## config.mk

```make
export PLATFORM = sky130hd
export DESIGN_NAME = spss_front_flat
export DESIGN_NICKNAME = d
export VERILOG_FILES = /design/src/rtl/core/spss_pkg.sv /design/src/rtl/core/spss_in_if.sv /design/src/rtl/core/spss_front.sv /design/src/flat_wrapper.sv
export VERILOG_INCLUDE_DIRS = /design/src /design/src/rtl/core
export SDC_FILE = /design/constraint.sdc
export NUM_CORES = 1
export LEC_CHECK = 0
export ABC_AREA = 1
export BUFFER_PORTS_ARGS = -buffer_cell sky130_fd_sc_hd__buf_2
export CELL_PAD_IN_SITES_DETAIL_PLACEMENT = 1
export CELL_PAD_IN_SITES_GLOBAL_PLACEMENT = 1
export CORE_UTILIZATION = 30
export CTS_CLUSTER_SIZE = 30
export DETAILED_ROUTE_END_ITERATION = 8
export MAX_ROUTING_LAYER = met4
export PLACE_DENSITY_LB_ADDON = 0.1
export SLEW_MARGIN = 0
export SYNTH_ARGS = -nofsm -noshare
export SYNTH_HDL_FRONTEND = slang
export SYNTH_SLANG_ARGS = --single-unit
export TNS_END_PERCENT = 30
```

## constraint.sdc

```tcl
create_clock -name clk_i -period 6.3 [get_ports clk_i]
set_input_delay 0.315 -clock clk_i [delete_from_list [all_inputs] [get_ports clk_i]]
set_output_delay 0.315 -clock clk_i [all_outputs]
set_load 0.01 [all_outputs]
```

## src/rtl/core/assert_macros.svh

```systemverilog
// Assertion helpers shared by the RTL.
`ifndef ASSERT_MACROS_SVH
`define ASSERT_MACROS_SVH

`ifndef SYNTHESIS
// Check that prop holds at every clock edge outside reset.
`define ASSERT_ON(lbl, clk, rstn, prop) \
  lbl: assert property (@(posedge clk) disable iff (!rstn) (prop)) \
    else $error("assertion failed");
// Check that cond never holds at a clock edge outside reset.
`define ASSERT_NEVER(lbl, clk, rstn, cond) \
  lbl: assert property (@(posedge clk) disable iff (!rstn) !(cond)) \
    else $error("forbidden condition seen");
`else
`define ASSERT_ON(lbl, clk, rstn, prop)
`define ASSERT_NEVER(lbl, clk, rstn, cond)
`endif

`endif

```

## src/rtl/core/spss_pkg.sv

```systemverilog
package spss_pkg;

  localparam int unsigned MAX_ELEMENTS_DEF = 1024;
  localparam int unsigned DATA_W = 32;

  typedef enum logic {
    CMD_APPEND = 1'b0,
    CMD_SEARCH = 1'b1
  } cmd_e;

  typedef enum logic [1:0] {
    STATUS_FOUND      = 2'd0,
    STATUS_NO_PAIR    = 2'd1,
    STATUS_NOT_SORTED = 2'd2,
    STATUS_EMPTY      = 2'd3
  } status_e;

  typedef struct packed {
    cmd_e                      cmd;
    logic signed [DATA_W-1:0]  value;
  } queue_item_t;

endpackage

```

## src/rtl/core/spss_in_if.sv

```systemverilog
interface spss_in_if;
  logic               valid;
  logic               ready;
  logic               cmd;
  logic signed [31:0] value;

  modport source (output valid, output cmd, output value, input ready);
  modport sink   (input valid, input cmd, input value, output ready);
endinterface

```

## src/rtl/core/spss_front.sv

```systemverilog
module spss_front (
  input  logic                 clk_i,
  input  logic                 rst_ni,
  spss_in_if.sink              in_i,
  output spss_pkg::queue_item_t item_o,
  output logic                 item_valid_o,
  input  logic                 item_ready_i
);
  import spss_pkg::*;

  `include "assert_macros.svh"

  queue_item_t slot_q [2];
  logic        wr_ptr_q, wr_ptr_d;
  logic        rd_ptr_q, rd_ptr_d;
  logic [1:0]  fill_q, fill_d;
  logic        push, pop;
  queue_item_t item_in;

  always_comb begin
    item_in.cmd   = cmd_e'(in_i.cmd);
    item_in.value = in_i.value;
  end

  assign in_i.ready   = (fill_q != 2'd2);
  assign push         = in_i.valid && in_i.ready;
  assign item_valid_o = (fill_q != 2'd0);
  assign pop          = item_valid_o && item_ready_i;
  assign item_o       = slot_q[rd_ptr_q];

  always_comb begin
    wr_ptr_d = push ? ~wr_ptr_q : wr_ptr_q;
    rd_ptr_d = pop ? ~rd_ptr_q : rd_ptr_q;
    fill_d   = fill_q;
    if (push && !pop) begin
      fill_d = fill_q + 2'd1;
    end else if (pop && !push) begin
      fill_d = fill_q - 2'd1;
    end
  end

  always_ff @(posedge clk_i or negedge rst_ni) begin
    if (!rst_ni) begin
      wr_ptr_q <= 1'b0;
      rd_ptr_q <= 1'b0;
      fill_q   <= 2'd0;
    end else begin
      wr_ptr_q <= wr_ptr_d;
      rd_ptr_q <= rd_ptr_d;
      fill_q   <= fill_d;
    end
  end

  always_ff @(posedge clk_i) begin
    if (push) begin
      slot_q[wr_ptr_q] <= item_in;
    end
  end

  `ASSERT_NEVER(a_fill_range, clk_i, rst_ni, fill_q == 2'd3)
  `ASSERT_ON(a_ptr_track, clk_i, rst_ni,
             (fill_q == 2'd1) |-> (wr_ptr_q != rd_ptr_q))
  `ASSERT_ON(a_ptr_even, clk_i, rst_ni,
             (fill_q != 2'd1) |-> (wr_ptr_q == rd_ptr_q))

endmodule

```

## src/flat_wrapper.sv

```systemverilog
// flat-port wrapper written by rule: the top's interface ports become plain ports
module spss_front_flat import spss_pkg::*;
  (clk_i, rst_ni, item_o, item_valid_o, item_ready_i, in_i_valid, in_i_cmd, in_i_value, in_i_ready);
  spss_in_if in_i_i ();
  input  logic clk_i;
  input  logic rst_ni;
  output spss_pkg::queue_item_t item_o;
  output logic item_valid_o;
  input  logic item_ready_i;
  input wire logic [$bits(in_i_i.valid)-1:0] in_i_valid;
  input wire logic [$bits(in_i_i.cmd)-1:0] in_i_cmd;
  input wire logic [$bits(in_i_i.value)-1:0] in_i_value;
  output wire logic [$bits(in_i_i.ready)-1:0] in_i_ready;
  assign in_i_i.valid = in_i_valid;
  assign in_i_i.cmd = in_i_cmd;
  assign in_i_i.value = in_i_value;
  assign in_i_ready = in_i_i.ready;
  spss_front u_core (.clk_i(clk_i), .rst_ni(rst_ni), .in_i(in_i_i), .item_o(item_o), .item_valid_o(item_valid_o), .item_ready_i(item_ready_i));
endmodule
```

==> results of run 1 <==
critical path, cell delays in order, from the launching register on:
cell,delay (ns)
dfrtp_1,0.50
buf_4,0.41
inv_8,0.18
nand2_1,0.09
nand2_1,0.07
buf_2,0.14
path summary, 6_finish.rpt:
path	slack, ns	startpoint	end
max	4.26	u_core.rd_ptr_q	item_o[17]
min	0.17	in_i_value[15]	u_core.slot_q[0][15]
max in group asynchronous	5.85	rst_ni	u_core.rd_ptr_q
min in group asynchronous	0.32	rst_ni	u_core.fill_q[1]
max reg2reg	4.51	u_core.fill_q[0]	u_core.slot_q[1][28]
min reg2reg	0.52	u_core.fill_q[0]	u_core.fill_q[0]
per-layer routing:
layer	up-vias	part of all wire	routed length, um	GRT usage
met3	8	0.045	236	0.02962
met2	52	0.50	2647	0.1939
li1	818	-	-	-
met4	0	0.0095	50	0.06200
met1	800	0.44	2331	0.1393
met5	-	0	0	-
cells in the mapped netlist:
master    number  area [sq um]
ha_1           1         12.51
inv_1          4         15.01
xor2_1         1         8.760
buf_4          2         15.01
xnor2_1        1         8.760
inv_2          2         7.510
dfrtp_1        4         100.1
nand3_1        2         10.01
nand4_1        1         6.260
inv_8          1         11.26
buf_6          4         45.04
buf_12         1         20.02
nor2_1         2         7.510
edfxtp_1      66          1982
nand2_4        2         22.52
nand2_1       95         356.6
nand2_2       12         75.07
sequential cells by signal, indices dropped and copies added (netlist names):
| register | count |
|---|---|
| u_core.fill_q | 2 |
| u_core.slot_q | 66 |
| u_core.rd_ptr_q | 1 |
| u_core.wr_ptr_q | 1 |
area by class of cell:
cell class,instances,area [sq um],share of cell area
multi-input combinational,117,523.0,0.1535
tap,108,135.1,0.03965
timing repair buffer,73,372.9,0.1094
clock buffer,10,127.6,0.03744
inverter,7,33.78,0.009912
sequential,70,2082,0.6109
clock inverter,6,133.9,0.03928
logic make-up (layout without fill, tap and decap cells):
family / Yosys count / in the layout / share of synthesized area
flops: 70 / 70 / 0.7700
simple gates: 114 / 114 / 0.1768
xor+xnor: 2 / 2 / 0.006480
fa+ha+maj: 1 / 1 / 0.004627
buf+inv: 14 / 96 / 0.04211
power by group:
part	internal, mW	switching, mW
logic	0.169	0.343
registers	0.639	0.0396
clock network	0.303	0.167
==> impl_results.md, run 1 <==
* Critical Path RT at 5.98 ns
* Total Wirelength at between 5000 and 6000 um
* Post-DRT Antenna Nets at 0
* Number of diodes at 0
* Nets at 316
* Number of slew-limit violations in the final report at 0
* Fmax at 490.5 MHz
* Clk pin slew, worst setup/hold paths at 0.08 ns
* Reg2Reg Depth at 4
* Total power at 1.661 mW
* Critical Path Source Type: flop
* Avg Vias per Cell at between 4 and 5
* Cell variety after synth at 17
* Initial detailed-routing violation count at 53
* Share of layout cells above drive strength 1 at 0.3746
* Post_cts resized at 0
* Max_cap viols at 0
* Worst hold slack at approximately 0.17 ns
* Io pins at roughly 70
* WL per Instance at 13.47 um
* Pre-CTS setup slack at 4.431 ns
* DRT Pass-1 Iters at 4
* Max-slew headroom at 0.3138
* # rows at 34
* Pwr dens at 487.5 nW/um^2
* Maximum fanout along the worst path at 34
* Clock sink count at 70
* Leak at 1.473 nW
* Final Non-Filler Cells at 391
* Clock Latency Late Sink at 0.33 ns
* Seq/Total Area, Yosys at 0.7700
* Arrival time of the worst setup path at around 1.7 ns
* Transition time of the tightest slew-check pin at ~1.0 ns
* Crit Path Class: flop to output pin
* CTS root buffer: clkbuf_8
* Syn_nets at around 240
* Syn Inst Count at 201
* Clock buffer depth at 2
* Largest net degree at the start of global routing at 35
* Synth Warn # at 0
* Total CTS buffers at 9
* H-tree depth at 3
* Final setup fails at 0
* Hold Crit Depth at 1
* Via count at ~1700
* Status: complete, no violations
* CTS tree: done
* Synth Register Bits at 70
* Initial Utilization at 0.3100
* Hold buffer count at cts at 1
* Final Util at 0.3908
* Post-DP Area at 3137 sq um
* Most frequent cells in the layout: nand2_1, buf_2, edfxtp_1
* Placer congestion estimate at 0.6576
* Remaining DRCs at 0
* RSZ-0062 raised after global routing: no
* Worst clock skew at about 0.0057 ns
* Post-Route Setup TNS at 0 ns
* Post-Syn Area at 2704 sq um
* Final instance area at between 3000 and 4000 sq um
* Final setup margin at 4.261 ns
* Horiz. Die Dim at 96.94 um
* Post-CTS Setup Inserts at 0
* Fin crit period at 2.039 ns
* Core area at 8721 sq um
* Min-delay worst type: primary input to flop
* IO Port Bufs at 71
* Vias in the first global route at between 1500 and 2000
* Filler cells at ~940
* Mean Syn Cell Area at 13.45 sq um
* Most common cell after layout, fill and taps aside: nand2_1
* Overflow after GRT at 0
* Placed cells at 374
* GRT Total Usage at 0.1203
* Period utilization at 0.3236
* Die area at 9396 sq um
* Worst IR drop on VDD at 0.0002473 V
* Die Span Y at 96.94 um
* Final Hold Fails at 0
* Antenna violations before repair at 0
* P&R area growth vs syn at 26.05%
* First-pass GRT wire length at 8142 um
* Final HPWL DP at 3287 um
* CP endpoint kind: output pin
Power figures use the tool's default switching activity.
==> run 2, diff against run 1 <==
--- a/config.mk
+++ b/config.mk
@@ -6,7 +6,7 @@
 export SDC_FILE = /design/constraint.sdc
 export NUM_CORES = 1
 export LEC_CHECK = 0
-export ABC_AREA = 1
+export ABC_AREA = 0
 export BUFFER_PORTS_ARGS = -buffer_cell sky130_fd_sc_hd__buf_2
 export CELL_PAD_IN_SITES_DETAIL_PLACEMENT = 1
 export CELL_PAD_IN_SITES_GLOBAL_PLACEMENT = 1
==> constraint.sdc (replaced) <==
create_clock -name clk_i -period 1.73 [get_ports clk_i]
set_input_delay 0.0865 -clock clk_i [delete_from_list [all_inputs] [get_ports clk_i]]
set_output_delay 0.0865 -clock clk_i [all_outputs]
set_load 0.01 [all_outputs]
==> impl_results.md, run 2 <==
* Post-DRT Antenna Nets at 0
* Share of layout cells above drive strength 1 at 0.5164
* GRT Total Usage at 0.1180
* Most frequent cell after synthesis: edfxtp_1
* Ranking of synthesized cells by area: edfxtp_1, mux2_4, dfrtp_1
* Final instance area at 3740 sq um
* Clock share of power at 0.209
* P_int at between 4 and 5 mW
* WL per Instance at ~15 um
* Placed cells at 302
* Syn_nets at 159
* R2r startpoint: u_core.fill_q[0]
* Placer congestion estimate at 0.6877
* Overflow after GRT at 0
* Worst clock skew at 0.01191 ns
* Synth Register Bits at 70
* Most frequent cells in the layout: buf_2, edfxtp_1, dlygate4sd3_1
* Transition time of the tightest slew-check pin at 0.2859 ns
* RSZ-0062 raised after global routing: no
* Core area at around 8800 sq um
* Number of diodes at 0
* Cell variety after synth at 15
* Vias in the first global route at 1707
* Final setup fails at 0
* Clock Latency Late Sink at 0.33 ns
* CP endpoint kind: flop
* First-pass GRT wire length at 8224 um
* Max-slew headroom at 0.8094
* Mean Syn Cell Area at around 23 sq um
* Crit-path slowest cell: dfrtp_1
* Most common cell after layout, fill and taps aside: buf_2
* Horiz. Die Dim at 97.35 um
* Die area at 9477 sq um
* R2R Setup Slk at 0.16 ns
* Biggest regs: u_core.slot_q (66), u_core.fill_q (2)
* Clk pin slew, worst setup/hold paths at 0.07 ns
* Largest delay contributor family on the critical path: simple AND/OR/NAND/NOR gates
* Logic pwr share at 0.358
* Seq/Total Area, Yosys at 0.7633
* Worst IR drop on VDD at between 0.0007 and 0.0008 V
* Crit path buffers/inverters at 1
* CP Cell Sequence: nand2b_1 -> nand2_1 -> inv_1 -> ha_1 -> nor2_1 -> xor2_1
* Total Wirelength at 5202 um
* Leak at approximately 1.5 nW
* Top reg by flops: u_core.slot_q
* Period utilization at 0.9075
* Crit Path Class: flop to flop
* Remaining DRCs at 0
* Antenna violations before repair at 0
* Largest net degree at the start of global routing at 22
* Clock sink count at 70
* Syn Inst Count at 121
* Top FF cell, synth: edfxtp_1
* CTS root buffer: clkbuf_8
* CP startpoint: u_core.fill_q[0]
* Top-area cell type share of the netlist area at 0.7266
* Clock buffer depth at 2
* Max reg flops at 66
* H-tree depth at 3
* Synth Warn # at 0
* DRT Pass-1 Iters at 4
* Min-delay worst type: primary input to flop
* Sequential Power Share at 0.433
* Critical path depth at 6
* Initial detailed-routing violation count at 17
* Via count at 1488
* Maximum fanout along the worst path at 4
* Total CTS buffers at 9
* Sw frac at 0.2911
* Fin crit period at 1.570 ns
* Final Non-Filler Cells at approximately 350
* Post-Syn Area at about 2700 sq um
* Critical Path RT at 1.97 ns
* Synth top cells by count: edfxtp_1, mux2_4, dfrtp_1, mux2_2
* Max incr delay on CP at around 0.42 ns
* Cell taking the most area after synthesis: edfxtp_1
* Number of slew-limit violations in the final report at 0
* Final HPWL DP at 3597 um
* Initial Utilization at 0.3113
* Pwr dens at 1524 nW/um^2
* Post-DP Area at 3214 sq um
* CP endpoint: u_core.fill_q[1]
* Nets at around 280
* Arrival time of the worst setup path at around 1.8 ns
* CTS tree: done
* Crit Reg-Reg Endpoint: u_core.fill_q[1]
* Switching power at 1.659 mW
* Final Hold Fails at 0
* Die Span Y at 97.35 um
* Async SR Flop Fraction at 0.05714
* Post-synth EDFFs at 66
* Status: complete, no violations
* Reg2Reg Depth at 6
* P&R area growth vs syn at 37.11%
* Io pins at 72
* Fmax at 636.9 MHz
* IO Port Bufs at 71
* Max_cap viols at 0
* Critical Path Source Type: flop
* Avg Vias per Cell at ~4.2
* # rows at 34
run 2: cell count changes in the layout (fill, tap and decap cells not counted), moves of 3 or more:
| cell | delta |
|---|---|
| nand2_1 | -93 |
| mux2_4 | +29 |
| dlygate4sd3_1 | +33 |
| inv_1 | -3 |
| bufinv_16 | -3 |
| clkinv_1 | +3 |
| buf_4 | +5 |
| mux2_2 | +4 |
| nand2_2 | -12 |
run 2: layout make-up:
class                           instances  area (sq um)
Clock buffer                            9         123.9
Fill cell                             886          5024
Sequential cell                        70          2083
Multi-Input combinational cell         46         579.3
Timing Repair Buffer                  112         760.7
Inverter                                1         3.754
Clock inverter                          6         53.80
Tap cell                              108         135.1
run 2: worst register-to-register path, cell delays in order, from the launching register on:
cell	delay [ns]
dfrtp_1	0.42
nand2b_1	0.20
nand2_1	0.18
inv_1	0.07
ha_1	0.31
nor2_1	0.14
xor2_1	0.17
run 2: power by group through the flow:
stage                     logic [mW]  registers (mW)  clock network [mW]
final                           2.04            2.47                1.19
after global placement          1.93            2.51                   0
after detailed placement        1.97            2.54                   0
after global routing            2.21            2.50                1.31
after floorplan                 1.47            2.46                   0
after CTS                       2.04            2.51                1.24
run 2: through the flow:
stage | total power [mW] | setup WS, ns | setup TNS, ns | utilization | hold WS (ns)
2_1_floorplan | 3.928 | -0.1225 | -4.044 | - | -0.2091
3_3_place_gp | 4.445 | 0.2972 | 0 | 0.3668 | -0.1027
3_5_place_dp | 4.519 | 0.1570 | 0 | 0.3668 | -0.09878
4_1_cts | 5.792 | 0.01238 | 0 | 0.4259 | 0.05222
5_1_grt | 6.018 | 0.02667 | 0 | 0.4268 | 0.07524
6_report | 5.699 | 0.1600 | 0 | 0.4268 | 0.06765
run 2: worst min-delay path by stage:
stage	startpoint	to	slack, ns	cells after the start
3_3_place_gp	rst_ni	u_core.fill_q[0]	-0.10	1
4_1_cts	item_ready_i	u_core.rd_ptr_q	0.05	3
5_1_grt	item_ready_i	u_core.rd_ptr_q	0.08	3
3_5_place_dp	rst_ni	u_core.fill_q[1]	-0.1	1
6_report	item_ready_i	u_core.rd_ptr_q	0.07	3
2_1_floorplan	rst_ni	u_core.fill_q[0]	-0.21	0
run 2: routing by layer:
metal	up-vias	GRT usage	wire, um
met5	-	-	0
met4	0	0.05090	21
met3	3	0.02734	236
met2	46	0.2037	2827
met1	737	0.1309	2116
li1	702	-	-
run 2: kinds of logic after synthesis:
family	count (synthesis)	share of synthesized area
mux	33	0.1761
simple gates	7	0.01239
flops	70	0.7633
fa+ha+maj	1	0.004586
xor+xnor	5	0.01606
buf+inv	5	0.02752
run 2: repair_timing:
| action | 4_1_cts | 5_1_grt |
|---|---|---|
| gates resized for setup | 0 | 0 |
| hold endpoints to repair | 70 | 0 |
| buffers inserted | 0 | 1 |
| hold buffers | 34 | 0 |
| setup endpoints to repair | 0 | 3 |
==> run 3, diff against run 2 <==
--- a/config.mk
+++ b/config.mk
@@ -7,12 +7,12 @@
 export NUM_CORES = 1
 export LEC_CHECK = 0
 export ABC_AREA = 0
-export BUFFER_PORTS_ARGS = -buffer_cell sky130_fd_sc_hd__buf_2
 export CELL_PAD_IN_SITES_DETAIL_PLACEMENT = 1
 export CELL_PAD_IN_SITES_GLOBAL_PLACEMENT = 1
 export CORE_UTILIZATION = 30
 export CTS_CLUSTER_SIZE = 30
 export DETAILED_ROUTE_END_ITERATION = 8
+export DONT_BUFFER_PORTS = 1
 export MAX_ROUTING_LAYER = met4
 export PLACE_DENSITY_LB_ADDON = 0.1
 export SLEW_MARGIN = 0
==> constraint.sdc (replaced) <==
create_clock -name clk_i -period 1.73 [get_ports clk_i]
set_input_delay 0.173 -clock clk_i [delete_from_list [all_inputs] [get_ports clk_i]]
set_output_delay 0.173 -clock clk_i [all_outputs]
set_load 0.01 [all_outputs]
==> impl_results.md, run 3 (synthesis gave the netlist of run 2 again) <==
* Final Hold Fails at 0
* Critical Path Source Type: flop
* Transition time of the tightest slew-check pin at 0.2319 ns
* Largest delay contributor family on the critical path: flip-flops
* RSZ-0062 raised after global routing: no
* R2R Setup Slk at 0.15 ns
* Clock share of power at 0.241
* Post-CTS Setup Inserts at 0
* CP endpoint kind: output pin
* Share of layout cells above drive strength 1 at 0.3237
* Max incr delay on CP at around 0.50 ns
* Worst hold slack at 0.04500 ns
* Most common cell after layout, fill and taps aside: edfxtp_1
* Initial Utilization at 0.3113
* CTS tree: done
* Remaining DRCs at 0
* Maximum fanout along the worst path at 18
* Number of slew-limit violations in the final report at 0
* Logic pwr share at 0.315
* Fmax at roughly 600 MHz
* Crit-path slowest cell: dfrtp_2
* Clock sink count at 70
* IO Port Bufs at 0
* Largest net degree at the start of global routing at 19
* Period utilization at 0.9352
* CTS root buffer: clkbuf_8
* Total power at 5.606 mW
* H-tree depth at 3
* Clock buffer depth at 2
* P&R area growth vs syn at 26.74%
* WL per Instance at 16.43 um
* Status: complete, no violations
* Worst IR drop on VDD at 0.0005281 V
* Horiz. Die Dim at approximately 97 um
* Max reg flops at 66
* Crit path buffers/inverters at 1
* Total CTS buffers at 9
* Pre-CTS setup slack at between 0.1 and 0.15 ns
* Clk pin slew, worst setup/hold paths at 0.07 ns
* Top reg by flops: u_core.slot_q
* Post-DRT Antenna Nets at 0
* Vias in the first global route at approximately 1400
* DRT Pass-1 Iters at 2
* Total Wirelength at 4618 um
* Via count at 1235
* Crit Path Class: flop to output pin
* CP Cell Sequence: buf_12 -> mux2_2
* Sequential Power Share at 0.444
* Max-slew headroom at 0.8454
* Filler cells at roughly 860
* Fin crit period at 1.618 ns
* P_int at roughly 4.0 mW
* R2r startpoint: u_core.fill_q[0]
* Biggest regs: u_core.slot_q (66), u_core.fill_q (2)
* Hold path endpoint: u_core.rd_ptr_q
* Antenna violations before repair at 0
* Max_cap viols at 0
* Io pins at 72
* HP Start: item_ready_i
* Core area at 8763 sq um
* Number of diodes at 0
* Sw frac at 0.2817
* Placer congestion estimate at 0.6349
* Initial detailed-routing violation count at 10
* Die area at 9477 sq um
* First-pass GRT wire length at 7286 um
* Final HPWL DP at 3159 um
* Switching power at 1.579 mW
* Min-delay worst type: primary input to flop
* Leak at 1.260 nW
* Final Util at 0.3945
* Overflow after GRT at 0
* Pwr dens at 1621 nW/um^2
* Die Span Y at 97.35 um
* Most frequent cells in the layout: edfxtp_1, dlygate4sd3_1, mux2_4
* GRT Total Usage at 0.1090
* Worst clock skew at approximately 0.0059 ns
* # rows at 34
* Nets at a little over 200
* Hold Crit Depth at 2
* CP startpoint: u_core.rd_ptr_q
* Reg2Reg Depth at 7
* Final setup fails at 0
* Critical Path RT at between 1.5 and 2 ns
* Clock Latency Late Sink at 0.33 ns
* Avg Vias per Cell at 4.395
* Arrival time of the worst setup path at 1.44 ns
* Final setup margin at 0.1121 ns
* Crit Reg-Reg Endpoint: u_core.fill_q[1]
run 3: cell count changes in the layout (fill, tap and decap cells not counted):
cell / change
clkbuf_1: +2
bufinv_16: +1
nand2_2: +1
buf_2: -71
clkinv_2: +1
buf_4: -5
buf_12: +4
nand2_1: -1
clkinvlp_4: -1
clkinv_1: -2
run 3: timing repair:
item,4_1_cts,5_1_grt
endpoints found under the setup margin,0,1
hold endpoints to repair,70,0
gates resized for setup,0,1
hold buffers,34,0
run 3: worst max-delay path by stage:
stage / to / slack (ns) / cells after the start
floorplan: u_core.slot_q[1][0] / -0.12 / 2
global placement: u_core.fill_q[1] / 0.22 / 6
detailed placement: u_core.fill_q[1] / 0.12 / 6
CTS: item_o[27] / 0.06 / 2
global route: u_core.fill_q[1] / 0.02 / 7
finish: item_o[27] / 0.11 / 2
run 3: power groups by stage:
stage	logic, mW	registers [mW]	clock network, mW
2_1_floorplan	1.47	2.46	0
3_3_place_gp	1.71	2.50	0
3_5_place_dp	1.74	2.53	0
4_1_cts	1.82	2.50	1.41
5_1_grt	1.90	2.52	1.46
6_report	1.76	2.49	1.35
run 3: metal layers:
layer  track usage  vias to the layer above  wire [um]
met3       0.04101                       12        325
met1        0.1063                      615       1757
met2        0.1831                       50       2404
met4       0.06787                        0        131
li1              -                      558          -
met5             -                        -          0
run 3: layout make-up:
cell class | count | area (sq um) | share of cell area
tap | 108 | 135.1 | 0.03909
multi-input combinational | 46 | 581.8 | 0.1683
clock buffer | 11 | 131.4 | 0.03800
clock inverter | 5 | 73.82 | 0.02135
inverter | 1 | 3.754 | 0.001086
timing repair buffer | 40 | 447.9 | 0.1296
sequential | 70 | 2083 | 0.6026
run 3: metrics by stage:
step	instances	setup TNS, ns	instance area (sq um)
final	281	0	3457
after global routing	281	0	3457
after CTS	281	0	3455
after detailed placement	231	0	2909
after global placement	231	0	2909
after floorplan	121	-4.044	2735
run 3: worst reg2reg max path, cell delays in order (launching register included):
cell	delay [ns]
dfrtp_1	0.42
nand2b_1	0.25
nand2_2	0.16
inv_1	0.06
ha_1	0.19
xor2_1	0.14
nor2_1	0.11
xor2_1	0.17
